==> src/sv/ptc_mul.sv <==
// Pipelined multiplier: one slice of the B operand multiplied and accumulated per cell.
`default_nettype none

module ptc_mul #(
   parameter int WA     = 32,
   parameter int WB     = 16,
   parameter int STAGES = 2
) (
   input  wire logic               clock,
   input  wire logic               en,
   input  wire logic [WA-1:0]      a,
   input  wire logic [WB-1:0]      b,
   output logic      [WA+WB-1:0]   p
);

   localparam int WP = WA + WB;
   localparam int CH = (WB + STAGES - 1) / STAGES;
   localparam int BP = CH * STAGES;

   logic [WA-1:0] a_ff   [STAGES];
   logic [BP-1:0] b_ff   [STAGES];
   logic [WP-1:0] acc_ff [STAGES];

   for (genvar k = 0; k < STAGES; k++) begin : g_cell
      logic [WA-1:0]    a_src;
      logic [BP-1:0]    b_src;
      logic [WP-1:0]    acc_src;
      logic [WA+CH-1:0] part;

      if (k == 0) begin : g_first
         assign a_src   = a;
         assign b_src   = BP'(b);
         assign acc_src = '0;
      end else begin : g_next
         assign a_src   = a_ff[k-1];
         assign b_src   = b_ff[k-1];
         assign acc_src = acc_ff[k-1];
      end

      assign part = (WA+CH)'(a_src) * (WA+CH)'(b_src[CH*k +: CH]);

      always_ff @(posedge clock) begin
         if (en) begin
            a_ff[k]   <= a_src;
            b_ff[k]   <= b_src;
            acc_ff[k] <= acc_src + (WP'(part) << (CH*k));
         end
      end
   end

   assign p = acc_ff[STAGES-1];

endmodule

`default_nettype wire

==> config.mk <==
export PLATFORM = sky130hd
export DESIGN_NAME = ptc_mul
export DESIGN_NICKNAME = d
export VERILOG_FILES = /design/src/sv/ptc_mul.sv
export SDC_FILE = /design/constraint.sdc
export NUM_CORES = 1
export LEC_CHECK = 0
export ABC_AREA = 1
export BUFFER_PORTS_ARGS = -buffer_cell sky130_fd_sc_hd__buf_2
export CAP_MARGIN = 20
export CELL_PAD_IN_SITES_DETAIL_PLACEMENT = 0
export CELL_PAD_IN_SITES_GLOBAL_PLACEMENT = 1
export CORE_MARGIN = 2
export CORE_UTILIZATION = 50
export CTS_BUF_LIST = sky130_fd_sc_hd__clkbuf_8 sky130_fd_sc_hd__clkbuf_16
export DETAILED_ROUTE_END_ITERATION = 10
export GPL_ROUTABILITY_DRIVEN = 0
export PLACE_DENSITY = 0.94
export SETUP_SLACK_MARGIN = 0.4
export SYNTH_ARGS = -nofsm -noshare
export SYNTH_HDL_FRONTEND = slang
export SYNTH_SLANG_ARGS = --single-unit
==> constraint.sdc <==
create_clock -name clock -period 14.2 [get_ports clock]
set_clock_uncertainty 0.05 [all_clocks]
set_input_delay 2.13 -clock clock [delete_from_list [all_inputs] [get_ports clock]]
set_output_delay 2.13 -clock clock [all_outputs]
set_load 0.01 [all_outputs]
==> results.md <==
* Critical Path Max Stage Delay at 0.58 ns
* Worst rel slew slack at 0.417
* CTS Hold Bufs at 0
* Drt first pass iters at 6
* CTS tree: yes
* Final TNS setup at 0 ns
* Startpoint Class: primary input
* Critical Path AT at 6.84 ns
* Mean Syn Cell Area at 7.68 µm²
* CORE AREA at 0.0465 mm²
* Ys flop type: edfxtp_1
* EDFF count, synth at 128
* Worst hold path type: reg2reg
* Clk_lat worst skew at 0.45 ns
* Synth cell types at 41
* Sequential-to-total area share from yosys stat at 0.164
* CP max FO at 32
* Worst-Margin Slew at 0.875 ns
* CP endpoint kind: flop
* Status: complete, no violations
* Non-Filler Cell Area, Final at 0.0246 mm²
* Clock Sinks at 128
* Clock buffer depth at 2
* Largest net degree at the start of global routing at 72
* H-tree depth at 4
* Hold Crit Start: acc_ff[0][1]
* Slowest library cell on the worst path: fa_1
* Final Cycle Share at 0.472
* Die Wd at 221 µm
* Ys Warns at 0
* Sequential Area at 0.00384 mm²
* Final-report hold violation count at 0
* Setup Buffers After CTS at 0
* Area of the multi-input gates at 0.0159 mm²
* Grt ovf at 0
* Root buf cell: clkbuf_16
* WL/cell at 17.5 µm
* Final Util at 0.530
* Final setup fails at 0
* Layout cells sized above 1 at 0.0649
* DP Area at 0.0240 mm²
* Vias in the first global route at 20528
* Post-DP HPWL at 52200 µm
* Number of synthesized register bits at 128
* Crit Reg-Reg Startpoint: b_ff[0][10]
* Min cycle time layout at 6.70 ns
* Area growth syn-to-layout at 4.73%
* Resized Gates After CTS at 0
* Fmax at 149 MHz
* GRT Total Usage at 0.270
* Net Count, Synth at 3627
* FP Rows at 79
* Initial detailed-routing violation count at 1409
* # fillers at 4316
* Cell Chain, Critical Path: buf_2 > nand2_1 > fa_1 > fa_1 > fa_1 > fa_1 > inv_1 > ha_1 > nand2_1 > nor2_1 > inv_1 > nor4_1 > nand4_1 > nand3_1 > nand2_1 > nand2_1 > xor2_1
* Drc violations at 0
* Routed wire length at 63900 µm
* Vias at 19209
* IO Port Bufs at 97
* I/O pins at 98
* Starting density of the core at 0.506
* CTS buffer count at 17
* Area of the die at 0.0488 mm²
* CP startpoint: b[2]
* Commonest non-fill, non-tap cells in the layout: nand2_1, inv_1, fa_1
* Crit Path Category: in2reg
* Layout net count at 3592
* Most common cell after layout, fill and taps aside: nand2_1
* Vias/cell at 5.26
* Reg clk slew, reported paths at 0.06 ns
* Netlist Area Pre-Place at 0.0235 mm²
* RSZ-0062 raised after global routing: false
* CP Data Required Time at 14.34 ns
* Ys async rst share at 0
* Die Ht at 221 µm
* Cells after Synth at 3059
* Slew Limit Fails at 0
* Antenna viol nets, final at 0
* Initial antenna violation count at 7
* First-pass GRT wire length at 105000 µm
* Max cap viols at 0
## final cells by class
class / instances / share of cell area
antenna: 8 / 0.000813
clock buffer: 17 / 0.0173
clock inverter: 15 / 0.00539
inverter: 804 / 0.123
multi-input combinational: 1967 / 0.644
sequential: 128 / 0.156
tap: 607 / 0.0308
timing repair buffer: 106 / 0.0226
## registers in the layout, summed over array words and instances, names as in the netlist
register / cells
a_ff: 32
acc_ff: 88
b_ff: 8
## critical path, delay by kind of cell
family / cells / cell delay (ns)
xor gates and xnor gates: 1 / 0.06
buffers and inverters: 3 / 0.64
and+or+nand+nor: 8 / 1.54
adders and majority gates: 5 / 2.44
## per-layer routing
metal	share of wire	track usage	wire, µm	vias to the layer above
li1	-	-	-	8866
met1	0.38	0.317	24100	9304
met2	0.50	0.482	32000	832
met3	0.070	0.0363	4450	207
met4	0.052	0.141	3310	0
met5	0	0	0	-
## logic make-up (layout without fill, tap and decap cells)
family,after synthesis,count (layout),synth area share
AND/OR/NAND/NOR,1127,1127,0.194
flip-flops,128,128,0.164
buffers and inverters,964,942,0.162
adder cells (fa/ha/maj),518,518,0.391
AO/OA/AOI/OAI,232,232,0.0559
other,0,8,0
XOR/XNOR,90,90,0.0335
## path summary, 6_finish.rpt
| path | cells after the start | slack, ns | endpoint |
|---|---|---|---|
| worst min register to register | 0 | 0.37 | acc_ff[0][49] |
| worst max-delay path | 17 | 7.50 | acc_ff[0][39] |
| worst max register to register | 28 | 7.68 | acc_ff[0][94] |
| worst min-delay path | 0 | 0.37 | acc_ff[0][49] |
## synth_stat cells, types with 2 or more instances
master      n  share of area
and2_1      2        0.00053
nand2_2    25         0.0067
and3_1      5         0.0013
buf_4      48          0.015
xor2_1     62          0.023
o21a_1      4         0.0013
nor2_1    127          0.020
o211ai_1    2        0.00064
a21boi_1    2        0.00064
xnor2_1    28          0.010
inv_1     800           0.13
a21oi_1   105          0.022
nor4_1      4         0.0011
a21o_1      9         0.0029
nand3_1    51          0.011
nor2_4      4         0.0019
clkbuf_1  112          0.018
o21ai_1     7         0.0015
nand2_1   862           0.14
nor2_2     11         0.0029
nor3_1     10         0.0021
o21ai_0    51          0.011
edfxtp_1  128           0.16
inv_2       4        0.00064
nand4_1    14         0.0037
o21bai_1   16         0.0051
nand3_2     7         0.0030
fa_1      361           0.31
a31oi_1    26         0.0069
ha_1      157          0.084
a21oi_2     5         0.0019
## through the flow
| stage | std cells | setup WS (ns) | hold slack (ns) |
|---|---|---|---|
| finish | 3652 | 7.50 | 0.372 |
| global route | 3650 | 7.27 | 0.373 |
| CTS | 3644 | 7.58 | 0.371 |
| detailed placement | 3612 | 7.12 | 0.356 |
| global placement | 3612 | 7.21 | 0.352 |
| floorplan | 3059 | 7.93 | 0.350 |
Power is not shown: default switching activity piles up to over one toggle a cycle in this logic, so the estimate is an artifact.
