===== src/sv/ptc_sqrt.sv =====
// Integer square root as a chain of cells, one root bit per cell.
`default_nettype none

module ptc_sqrt #(
   parameter int RW = 16
) (
   input  wire logic            clock,
   input  wire logic            en,
   input  wire logic [2*RW-1:0] x,
   output logic      [RW-1:0]   root
);

   localparam int SW = 2 * RW + 1;

   logic [SW-1:0] rem_ff  [RW];
   logic [RW-1:0] root_ff [RW];

   for (genvar j = 0; j < RW; j++) begin : g_cell
      localparam int B = RW - 1 - j;
      logic [SW-1:0] rem_src;
      logic [RW-1:0] root_src;
      logic [SW-1:0] trial;
      logic          take;

      if (j == 0) begin : g_first
         assign rem_src  = SW'(x);
         assign root_src = '0;
      end else begin : g_next
         assign rem_src  = rem_ff[j-1];
         assign root_src = root_ff[j-1];
      end

      // (q + 2^b)^2 - q^2 = q*2^(b+1) + 4^b
      assign trial = (SW'(root_src) << (B + 1)) | (SW'(1) << (2 * B));
      assign take  = rem_src >= trial;

      always_ff @(posedge clock) begin
         if (en) begin
            rem_ff[j]  <= take ? rem_src - trial : rem_src;
            root_ff[j] <= root_src | (RW'(take) << B);
         end
      end
   end

   assign root = root_ff[RW-1];

endmodule

`default_nettype wire


===== config.mk =====
export PLATFORM = sky130hd
export DESIGN_NAME = ptc_sqrt
export DESIGN_NICKNAME = d
export VERILOG_FILES = /design/src/sv/ptc_sqrt.sv
export SDC_FILE = /design/constraint.sdc
export NUM_CORES = 1
export LEC_CHECK = 0
export BUFFER_PORTS_ARGS = -buffer_cell sky130_fd_sc_hd__buf_2
export CORE_ASPECT_RATIO = 1.4
export CORE_UTILIZATION = 40
export CTS_BUF_LIST = sky130_fd_sc_hd__clkbuf_4 sky130_fd_sc_hd__clkbuf_8
export DETAILED_ROUTE_END_ITERATION = 6
export SETUP_SLACK_MARGIN = 0.1
export SLEW_MARGIN = 20
export SYNTH_ARGS = -nofsm -noshare
export SYNTH_HDL_FRONTEND = slang
export SYNTH_SLANG_ARGS = --single-unit

===== constraint.sdc =====
create_clock -name clock -period 3.55 [get_ports clock]
set_input_delay 0.8875 -clock clock [delete_from_list [all_inputs] [get_ports clock]]
set_output_delay 0.8875 -clock clock [all_outputs]
set_load 0.05 [all_outputs]

==> flow_summary.ini, run 1 <==
[status]
status = completed

[power_and_ir_drop]
cellLeakagePower_nw = 12.6
combPwrFrac = 0.159
netSwitchingPower_mw = 5.20
p_clk_frac = 0.326
sw_frac_of_total = 0.271
ir_drop_uv = 327
internal-power_mw = 14.0
power_density_nw_per_um2 = 568
seqPwrFrac = 0.515
p_total_mw = 19.2

[synth]
ys_types = 92
synth_xor_area_frac = 0.0603
yosys.area.top_type = edfxtp_1
synth_top_family_by_area = simple AND/OR/NAND/NOR gates
syn-num-nets = 2495
yosysTopAreaCellShare = 0.630
ys_top_cells_by_area = edfxtp_1 63%, ha_1 6.2%, xnor2_1 3.5%
synth_flop_cell = edfxtp_1
syn_area_um2 = 30100
synthAdderAreaFrac = 0.0624
ys_seq_area_frac = 0.630
synth_compound_area_frac = 0.0846
synthMuxAreaShare = 0.00973
synth_edf_count = 631
synth.top_cells.by_count = 631 x edfxtp_1, 186 x inv_1, 155 x nor2_1
yosys_register_bits = 631
yosysMostFrequentCell = edfxtp_1
synth_area_per_cell_um2 = 13.0
netlist_instances = 2311
synthSimpleGateAreaFrac = 0.123
yosys_warnings = 0
async_flop_share = 0

[floorplan]
core_area_um2 = 74100
die-area_um2 = 76300
ios = 50
fp.dieW_um = 234
die_h_um = 326
rows = 118
initial_core_util = 0.406

[placed_design]
post-place-ws_ns = 0.162
hpwlAfterDp_um = 48700
portBuffers = 49
post_dp_cell_area_um2 = 31700
place.gp.congestion = 0.918

[setup_path]
path_class = reg2reg
worst_setup_path_start_kind = flip-flop
reg2reg_slack_ns = 0.24
rr_endpoint = rem_ff[5][57]$_DFFE_PP_
required_ns = 3.96
cp_max_fo = 8
worst-r2r-cell-count = 9
crit_arrival_ns = 3.72
reg2reg_from = rem_ff[5][17]$_DFFE_PP_
endpoint_kind = flip-flop

[clocking]
h-tree-depth = 3
cts_root_buf = clkbuf_8
postCtsHoldBufs = 0
insertion_delay_ns = 0.72
clkSlewWorstSetupHoldPaths_ns = 0.06
cts_buffers = 100
cts_tree = yes
cts.sinks = 631
cts.path.max_buffers = 3

[timing]
finalMaxSlewViolations = 0
fin_setup_tns_ns = 0
tightest_slew_ns = 1.18
fin_ws_ns = 0.242
clock.fmax_ghz = 0.302
setup_violations = 0
relSlewSlack = 0.205
fin_crit_ns = 3.31
fin_crit_sh = 0.932
rsz0062_at_grt = no
hold_viol = 0
final.setup_skew_ns = 0.0443

[finish]
postLayoutCoreUtil = 0.456
fillers = 6610
fin_nets = 2653
stdcell_area_um2 = 33800
syn2layout_area_growth_pct = 12.3
layout-drive-gt1-share = 0.121

[global_routing]
grt_pass1_wl_um = 100000
first_global_vias = 20000
grtUsageTotal = 0.172
antenna_found_initial = 1
grt_start_max_net_pins = 135
overflow = 0

[run]
drv_cap = 0

[routing]
first_iter_violations = 871
vias = 18600
ant_nets = 0
drc = 0
via_per_inst = 5.30
routed_wirelength_um = 65100
drt_first_pass_iters = 7
wl_per_cell_um = 18.5

[min_path]
min_to = rem_ff[0][17]$_DFFE_PP_
min_from = x[17]
min_path_type = in2reg
worstHoldPathCells = 1
[layout by cell type (no fill, tap or decap), types with 35 or more instances in the layout]
cell type	n
buf_2	48
nand2_1	121
clkbuf_4	35
nor3_1	54
xnor2_1	121
nor2_1	155
nor4_1	71
nand3_1	36
o21ai_0	99
a21oi_1	134
xor2_1	86
inv_1	186
clkbuf_8	102
ha_1	150
nand4_1	37
edfxtp_1	631
[cell type report]
class	count	area [um2]	share of cell area
clock inverters	43	348	0.0103
repair buffers	88	648	0.0192
flip-flops and latches	631	18900	0.561
inverters	188	712	0.0211
clock buffers	137	1670	0.0494
multi-input cells	1460	10200	0.303
well taps	960	1200	0.0356
diodes	2	5.00	0.000148
[what timing repair did]
item,in CTS,in global routing
endpoints found under the setup margin,0,3
resized for setup,0,4
setup buffers,0,1
[routing by layer]
| metal | track usage | vias to the layer above | share of wire | wire length, um |
|---|---|---|---|---|
| met5 | 0 | - | 0 | 0 |
| met4 | 0.113 | 0 | 0.061 | 3950 |
| met2 | 0.381 | 372 | 0.62 | 40500 |
| met3 | 0.0253 | 198 | 0.027 | 1780 |
| met1 | 0.122 | 9029 | 0.29 | 18800 |
| li1 | - | 9000 | - | - |
[power groups by stage]
stage	combinational (mW)	clock [mW]	sequential [mW]
after CTS	3.06	6.48	9.87
after global routing	3.39	6.74	9.97
after floorplan	2.17	0	9.81
after global placement	2.97	0	10.0
after detailed placement	3.04	0	10.0
final	3.06	6.25	9.88
[stage by stage]
step / std cells / hold slack, ns
6_report: 3509 / 0.359
5_1_grt: 3509 / 0.309
4_1_cts: 3506 / 0.273
3_5_place_dp: 3326 / 0.424
3_3_place_gp: 3326 / 0.428
2_1_floorplan: 2311 / 0.417
[cells by family (layout without fill, tap and decap cells)]
logic type	after synthesis	in the layout
AND/OR/NAND/NOR	671	671
flip-flops	631	631
AO/OA/AOI/OAI	407	407
buffers and inverters	220	456
XOR/XNOR	207	207
adder cells (fa/ha/maj)	150	150
multiplexers	25	25
other	0	2
[sequential cells by signal, summed over array words and instances (netlist names)]
register and count:
root_ff 136, rem_ff 495
[worst max-delay path: stages, from the launching register on]
cell,delay [ns]
edfxtp_1,0.42
ha_1,0.48
and3_1,0.22
nand4_1,0.22
or4b_1,0.63
and3_1,0.31
clkinv_2,0.09
nand2_2,0.07
o41ai_2,0.42
o31ai_1,0.14
[worst max path at each step]
stage / slack (ns) / endpoint / start
4_1_cts: 0.11 / rem_ff[5][57]$_DFFE_PP_ / rem_ff[5][10]$_DFFE_PP_
3_3_place_gp: 0.28 / rem_ff[6][22]$_DFFE_PP_ / rem_ff[5][49]$_DFFE_PP_
2_1_floorplan: 0.83 / rem_ff[5][57]$_DFFE_PP_ / rem_ff[5][10]$_DFFE_PP_
3_5_place_dp: 0.16 / rem_ff[5][57]$_DFFE_PP_ / rem_ff[5][10]$_DFFE_PP_
5_1_grt: 0.11 / rem_ff[5][57]$_DFFE_PP_ / rem_ff[5][10]$_DFFE_PP_
6_report: 0.24 / rem_ff[5][57]$_DFFE_PP_ / rem_ff[5][17]$_DFFE_PP_
No activity file was read; power rests on OpenSTA's default activity.
==> run 2: changes to the inputs <==
--- a/config.mk
+++ b/config.mk
@@ -10,6 +10,7 @@
 export CORE_UTILIZATION = 40
 export CTS_BUF_LIST = sky130_fd_sc_hd__clkbuf_4 sky130_fd_sc_hd__clkbuf_8
 export DETAILED_ROUTE_END_ITERATION = 6
+export MAX_ROUTING_LAYER = met4
 export SETUP_SLACK_MARGIN = 0.1
 export SLEW_MARGIN = 20
 export SYNTH_ARGS = -nofsm -noshare
==> flow_summary.ini, run 2 (synthesis results as in run 1) <==
[status]
status = finished, violations left
violations = design-rule violations

[placed_design]
post-place-ws_ns = 0.301
hpwlAfterDp_um = 50000
place.gp.congestion = 0.939
portBuffers = 49

[timing]
relSlewSlack = 0.328
hold_viol = 0
setup_violations = 0
finalMaxSlewViolations = 0
clock.fmax_ghz = 0.310
fin_crit_ns = 3.23
tightest_slew_ns = 1.00
fin_ws_ns = 0.320
fin_setup_tns_ns = 0
final.setup_skew_ns = 0.0466
fin_crit_sh = 0.910
rsz0062_at_grt = no

[setup_path]
reg2reg_from = rem_ff[5][17]$_DFFE_PP_
cp_max_fo = 8
path_class = reg2reg
reg2reg_slack_ns = 0.32
worst-r2r-cell-count = 9
rr_endpoint = rem_ff[5][57]$_DFFE_PP_
crit_arrival_ns = 3.68
worst_setup_path_start_kind = flip-flop
endpoint_kind = flip-flop
required_ns = 4.00

[finish]
mostFrequentLayoutCell = edfxtp_1
fin_nets = 2667
largest_registers = rem_ff x495, root_ff x136
layout-drive-gt1-share = 0.122
layout_common_cells = 631 x edfxtp_1, 186 x inv_1, 155 x nor2_1
syn2layout_area_growth_pct = 12.6
postLayoutCoreUtil = 0.457
top_register = rem_ff
largest_reg_flops = 495
fillers = 6643

[run]
drv_cap = 0

[floorplan]
die_h_um = 326
die-area_um2 = 76300
rows = 118
initial_core_util = 0.406
fp.dieW_um = 234
ios = 50
core_area_um2 = 74100

[routing]
via_per_inst = 5.31
wl_per_cell_um = 18.7
first_iter_violations = 833
vias = 18700
drt_first_pass_iters = 7
drc = 2
routed_wirelength_um = 65900
ant_nets = 0

[clocking]
cts.sinks = 631
postCtsHoldBufs = 0
cts_resized = 0
cts.path.max_buffers = 3
insertion_delay_ns = 0.73
h-tree-depth = 3
clkSlewWorstSetupHoldPaths_ns = 0.06
cts_root_buf = clkbuf_8
cts_tree = yes
cts_buffers = 100
postCtsSetupBuffers = 0

[power_and_ir_drop]
ir_drop_uv = 344
cellLeakagePower_nw = 12.7
power_density_nw_per_um2 = 564
p_total_mw = 19.1

[global_routing]
antenna_found_initial = 1
grt_pass1_wl_um = 103000
overflow = 0
grtUsageTotal = 0.182
first_global_vias = 20200
grt_start_max_net_pins = 80

[min_path]
min_path_type = in2reg
min_to = rem_ff[0][14]$_DFFE_PP_
min_from = x[14]
worstHoldPathCells = 1
run 2: cell types whose count changed in the layout (fill, tap and decap cells not counted), sizes merged:
cell	delta
inv	+2
buf	+14
clkbuf	-21
diode	-1
clkinv	+17
clkinvlp	+3
run 2: layout make-up:
class                      instances  area, um2  area share
timing repair buffer             102        803      0.0237
antenna                            1       2.50   0.0000739
multi-input combinational       1460      10200       0.302
tap                              960       1200      0.0355
inverter                         188        712      0.0210
sequential                       631      18900       0.560
clock inverter                    65        465      0.0137
clock buffer                     116       1500      0.0444
run 2: worst max-delay path, cell delays in order (launching register included):
cell	delay, ns
edfxtp_1	0.39
ha_1	0.50
and3_1	0.22
nand4_1	0.26
or4b_1	0.65
and3_1	0.30
clkinv_2	0.09
nand2_2	0.07
o41ai_1	0.38
o31ai_1	0.11
run 2: metal layers:
metal,routed length (um),GRT usage,share of wire
met1,18900,0.130,0.29
met2,40200,0.377,0.61
met3,2100,0.0294,0.032
met4,4760,0.130,0.072
met5,0,-,0
run 2: report_power, final:
part           internal (mW)  switching, mW  total, mW
Sequential              9.26          0.608       9.87
Clock                   3.21           2.93       6.15
Combinational           1.33           1.76       3.09
Total                   13.8           5.30       19.1
run 2: how the worst max path moves through the flow:
stage,startpoint,to,cells past startpoint
6_report,rem_ff[5][17]$_DFFE_PP_,rem_ff[5][57]$_DFFE_PP_,9
5_1_grt,rem_ff[5][10]$_DFFE_PP_,rem_ff[5][57]$_DFFE_PP_,9
4_1_cts,rem_ff[5][10]$_DFFE_PP_,rem_ff[5][57]$_DFFE_PP_,9
3_5_place_dp,rem_ff[5][49]$_DFFE_PP_,rem_ff[6][22]$_DFFE_PP_,7
3_3_place_gp,rem_ff[5][49]$_DFFE_PP_,rem_ff[6][22]$_DFFE_PP_,7
2_1_floorplan,rem_ff[5][10]$_DFFE_PP_,rem_ff[5][57]$_DFFE_PP_,10
run 2: metrics by stage:
stage | area (um2) | instances | hold WS [ns]
6_report | 33900 | 3523 | 0.343
5_1_grt | 33900 | 3523 | 0.281
4_1_cts | 33900 | 3522 | 0.265
3_5_place_dp | 31900 | 3341 | 0.427
3_3_place_gp | 31900 | 3341 | 0.428
2_1_floorplan | 30100 | 2311 | 0.417
==> run 3: changes to the inputs <==
--- a/config.mk
+++ b/config.mk
@@ -11,6 +11,8 @@
 export CTS_BUF_LIST = sky130_fd_sc_hd__clkbuf_4 sky130_fd_sc_hd__clkbuf_8
 export DETAILED_ROUTE_END_ITERATION = 6
 export MAX_ROUTING_LAYER = met4
+export PLACE_DENSITY = 0.6
+export RECOVER_POWER = 100
 export SETUP_SLACK_MARGIN = 0.1
 export SLEW_MARGIN = 20
 export SYNTH_ARGS = -nofsm -noshare
==> flow_summary.ini, run 3 (synthesis results as in run 1) <==
[status]
status = finished, violations left
violations = max-capacitance violations, max-slew violations

[setup_path]
slowest_stage = or4b_2
crit_family = simple AND/OR/NAND/NOR gates
worst_setup_path_start_kind = flip-flop
endpoint_kind = flip-flop
path_cells = ha_1 > or4b_2 > nor4_1 > clkbuf_1 > a211oi_1 > o211ai_2 > buf_4 > clkbuf_1 > a21oi_1
path_buf_inv = 3
path_class = reg2reg
required_ns = 4.00
crit_arrival_ns = 3.83
path_common_cell = clkbuf_1
cp_max_fo = 7
max_stage_delay_ns = 0.59

[timing]
rsz0062_at_grt = no
tightest_slew_ns = 2.82
fin_crit_ns = 3.38
hold_viol = 0
clock.fmax_ghz = 0.296
setup_violations = 0
finalMaxSlewViolations = 69
fin_setup_tns_ns = 0
final.setup_skew_ns = 0.0491
relSlewSlack = -0.877
fin_crit_sh = 0.952

[routing]
wl_per_cell_um = 18.7
vias = 18700
first_iter_violations = 850
via_per_inst = 5.31
drc = 0
routed_wirelength_um = 66000
drt_first_pass_iters = 7
ant_nets = 0

[finish]
register_area_um2 = 18900
layout-drive-gt1-share = 0.0991
largest_registers = rem_ff x495, root_ff x136
fillers = 6699
largest_reg_flops = 495
postLayoutCoreUtil = 0.454
fin_nets = 2667
syn2layout_area_growth_pct = 11.9
layout_common_cells = 631 x edfxtp_1, 186 x inv_1, 155 x nor2_1
mostFrequentLayoutCell = edfxtp_1
multi_input_area_um2 = 10200
top_register = rem_ff

[floorplan]
core_area_um2 = 74100
initial_core_util = 0.406
fp.dieW_um = 234
die-area_um2 = 76300
rows = 118
ios = 50
die_h_um = 326

[global_routing]
overflow = 0
grt_pass1_wl_um = 103000
antenna_found_initial = 1
grt_start_max_net_pins = 80
grtUsageTotal = 0.182
first_global_vias = 20200

[clocking]
cts_tree = yes
postCtsSetupBuffers = 0
clkSlewWorstSetupHoldPaths_ns = 0.06
postCtsHoldBufs = 0
insertion_delay_ns = 0.73
cts_buffers = 100
cts.sinks = 631
cts_root_buf = clkbuf_8
cts_resized = 0
h-tree-depth = 3
cts.path.max_buffers = 3

[run]
drv_cap = 1

[power_and_ir_drop]
power_density_nw_per_um2 = 566
ir_drop_uv = 344
cellLeakagePower_nw = 12.5

[placed_design]
hpwlAfterDp_um = 50000
portBuffers = 49
place.gp.congestion = 0.939

[min_path]
min_path_type = in2reg
## run 3: cell count changes in the layout (fill, tap and decap cells not counted), sizes merged
cell and change:
clkbuf +54, buf -54
## run 3: final timing paths
kind | slack (ns) | to | startpoint | depth (start not counted)
max | 0.17 | rem_ff[5][18]$_DFFE_PP_ | rem_ff[4][47]$_DFFE_PP_ | 9
min | 0.34 | rem_ff[0][14]$_DFFE_PP_ | x[14] | 1
min reg2reg | 0.42 | root_ff[0][91]$_DFFE_PP_ | root_ff[0][75]$_DFFE_PP_ | 0
max reg2reg | 0.17 | rem_ff[5][18]$_DFFE_PP_ | rem_ff[4][47]$_DFFE_PP_ | 9
## run 3: layer usage
| metal | routed length, um | part of all wire | vias up | global-route usage |
|---|---|---|---|---|
| li1 | - | - | 9041 | - |
| met1 | 19000 | 0.29 | 9000 | 0.130 |
| met2 | 40200 | 0.61 | 421 | 0.377 |
| met3 | 2060 | 0.031 | 244 | 0.0294 |
| met4 | 4700 | 0.071 | 0 | 0.130 |
| met5 | 0 | 0 | - | - |
## run 3: where the power goes
group / switching (mW) / internal, mW
Clock: 2.93 / 3.21
Combinational: 1.76 / 1.28
Sequential: 0.606 / 9.27
Total: 5.30 / 13.8
## run 3: cell type report
cell class / instances / share of cell area
Sequential cell: 631 / 0.563
Multi-Input combinational cell: 1460 / 0.302
Clock buffer: 116 / 0.0446
Tap cell: 960 / 0.0357
Inverter: 188 / 0.0212
Timing Repair Buffer: 102 / 0.0198
Clock inverter: 65 / 0.0138
Antenna cell: 1 / 0.0000743
## run 3: worst register-to-register path: stages (launching register included)
cell and delay (ns):
edfxtp_1 0.39, ha_1 0.37, or4b_2 0.59, nor4_1 0.54
clkbuf_1 0.29, a211oi_1 0.14, o211ai_2 0.14, buf_4 0.22
clkbuf_1 0.30, a21oi_1 0.13
## run 3: stage by stage
stage          power (mW)  area (um2)  setup slack [ns]  instances  hold WS [ns]
2_1_floorplan        12.0       30100             0.828       2311         0.417
5_1_grt              20.0       33700            0.0656       3523         0.281
4_1_cts              19.3       33900             0.283       3522         0.265
3_3_place_gp         13.0       31900             0.315       3341         0.428
3_5_place_dp         13.1       31900             0.301       3341         0.427
6_report             19.1       33700             0.170       3523         0.340
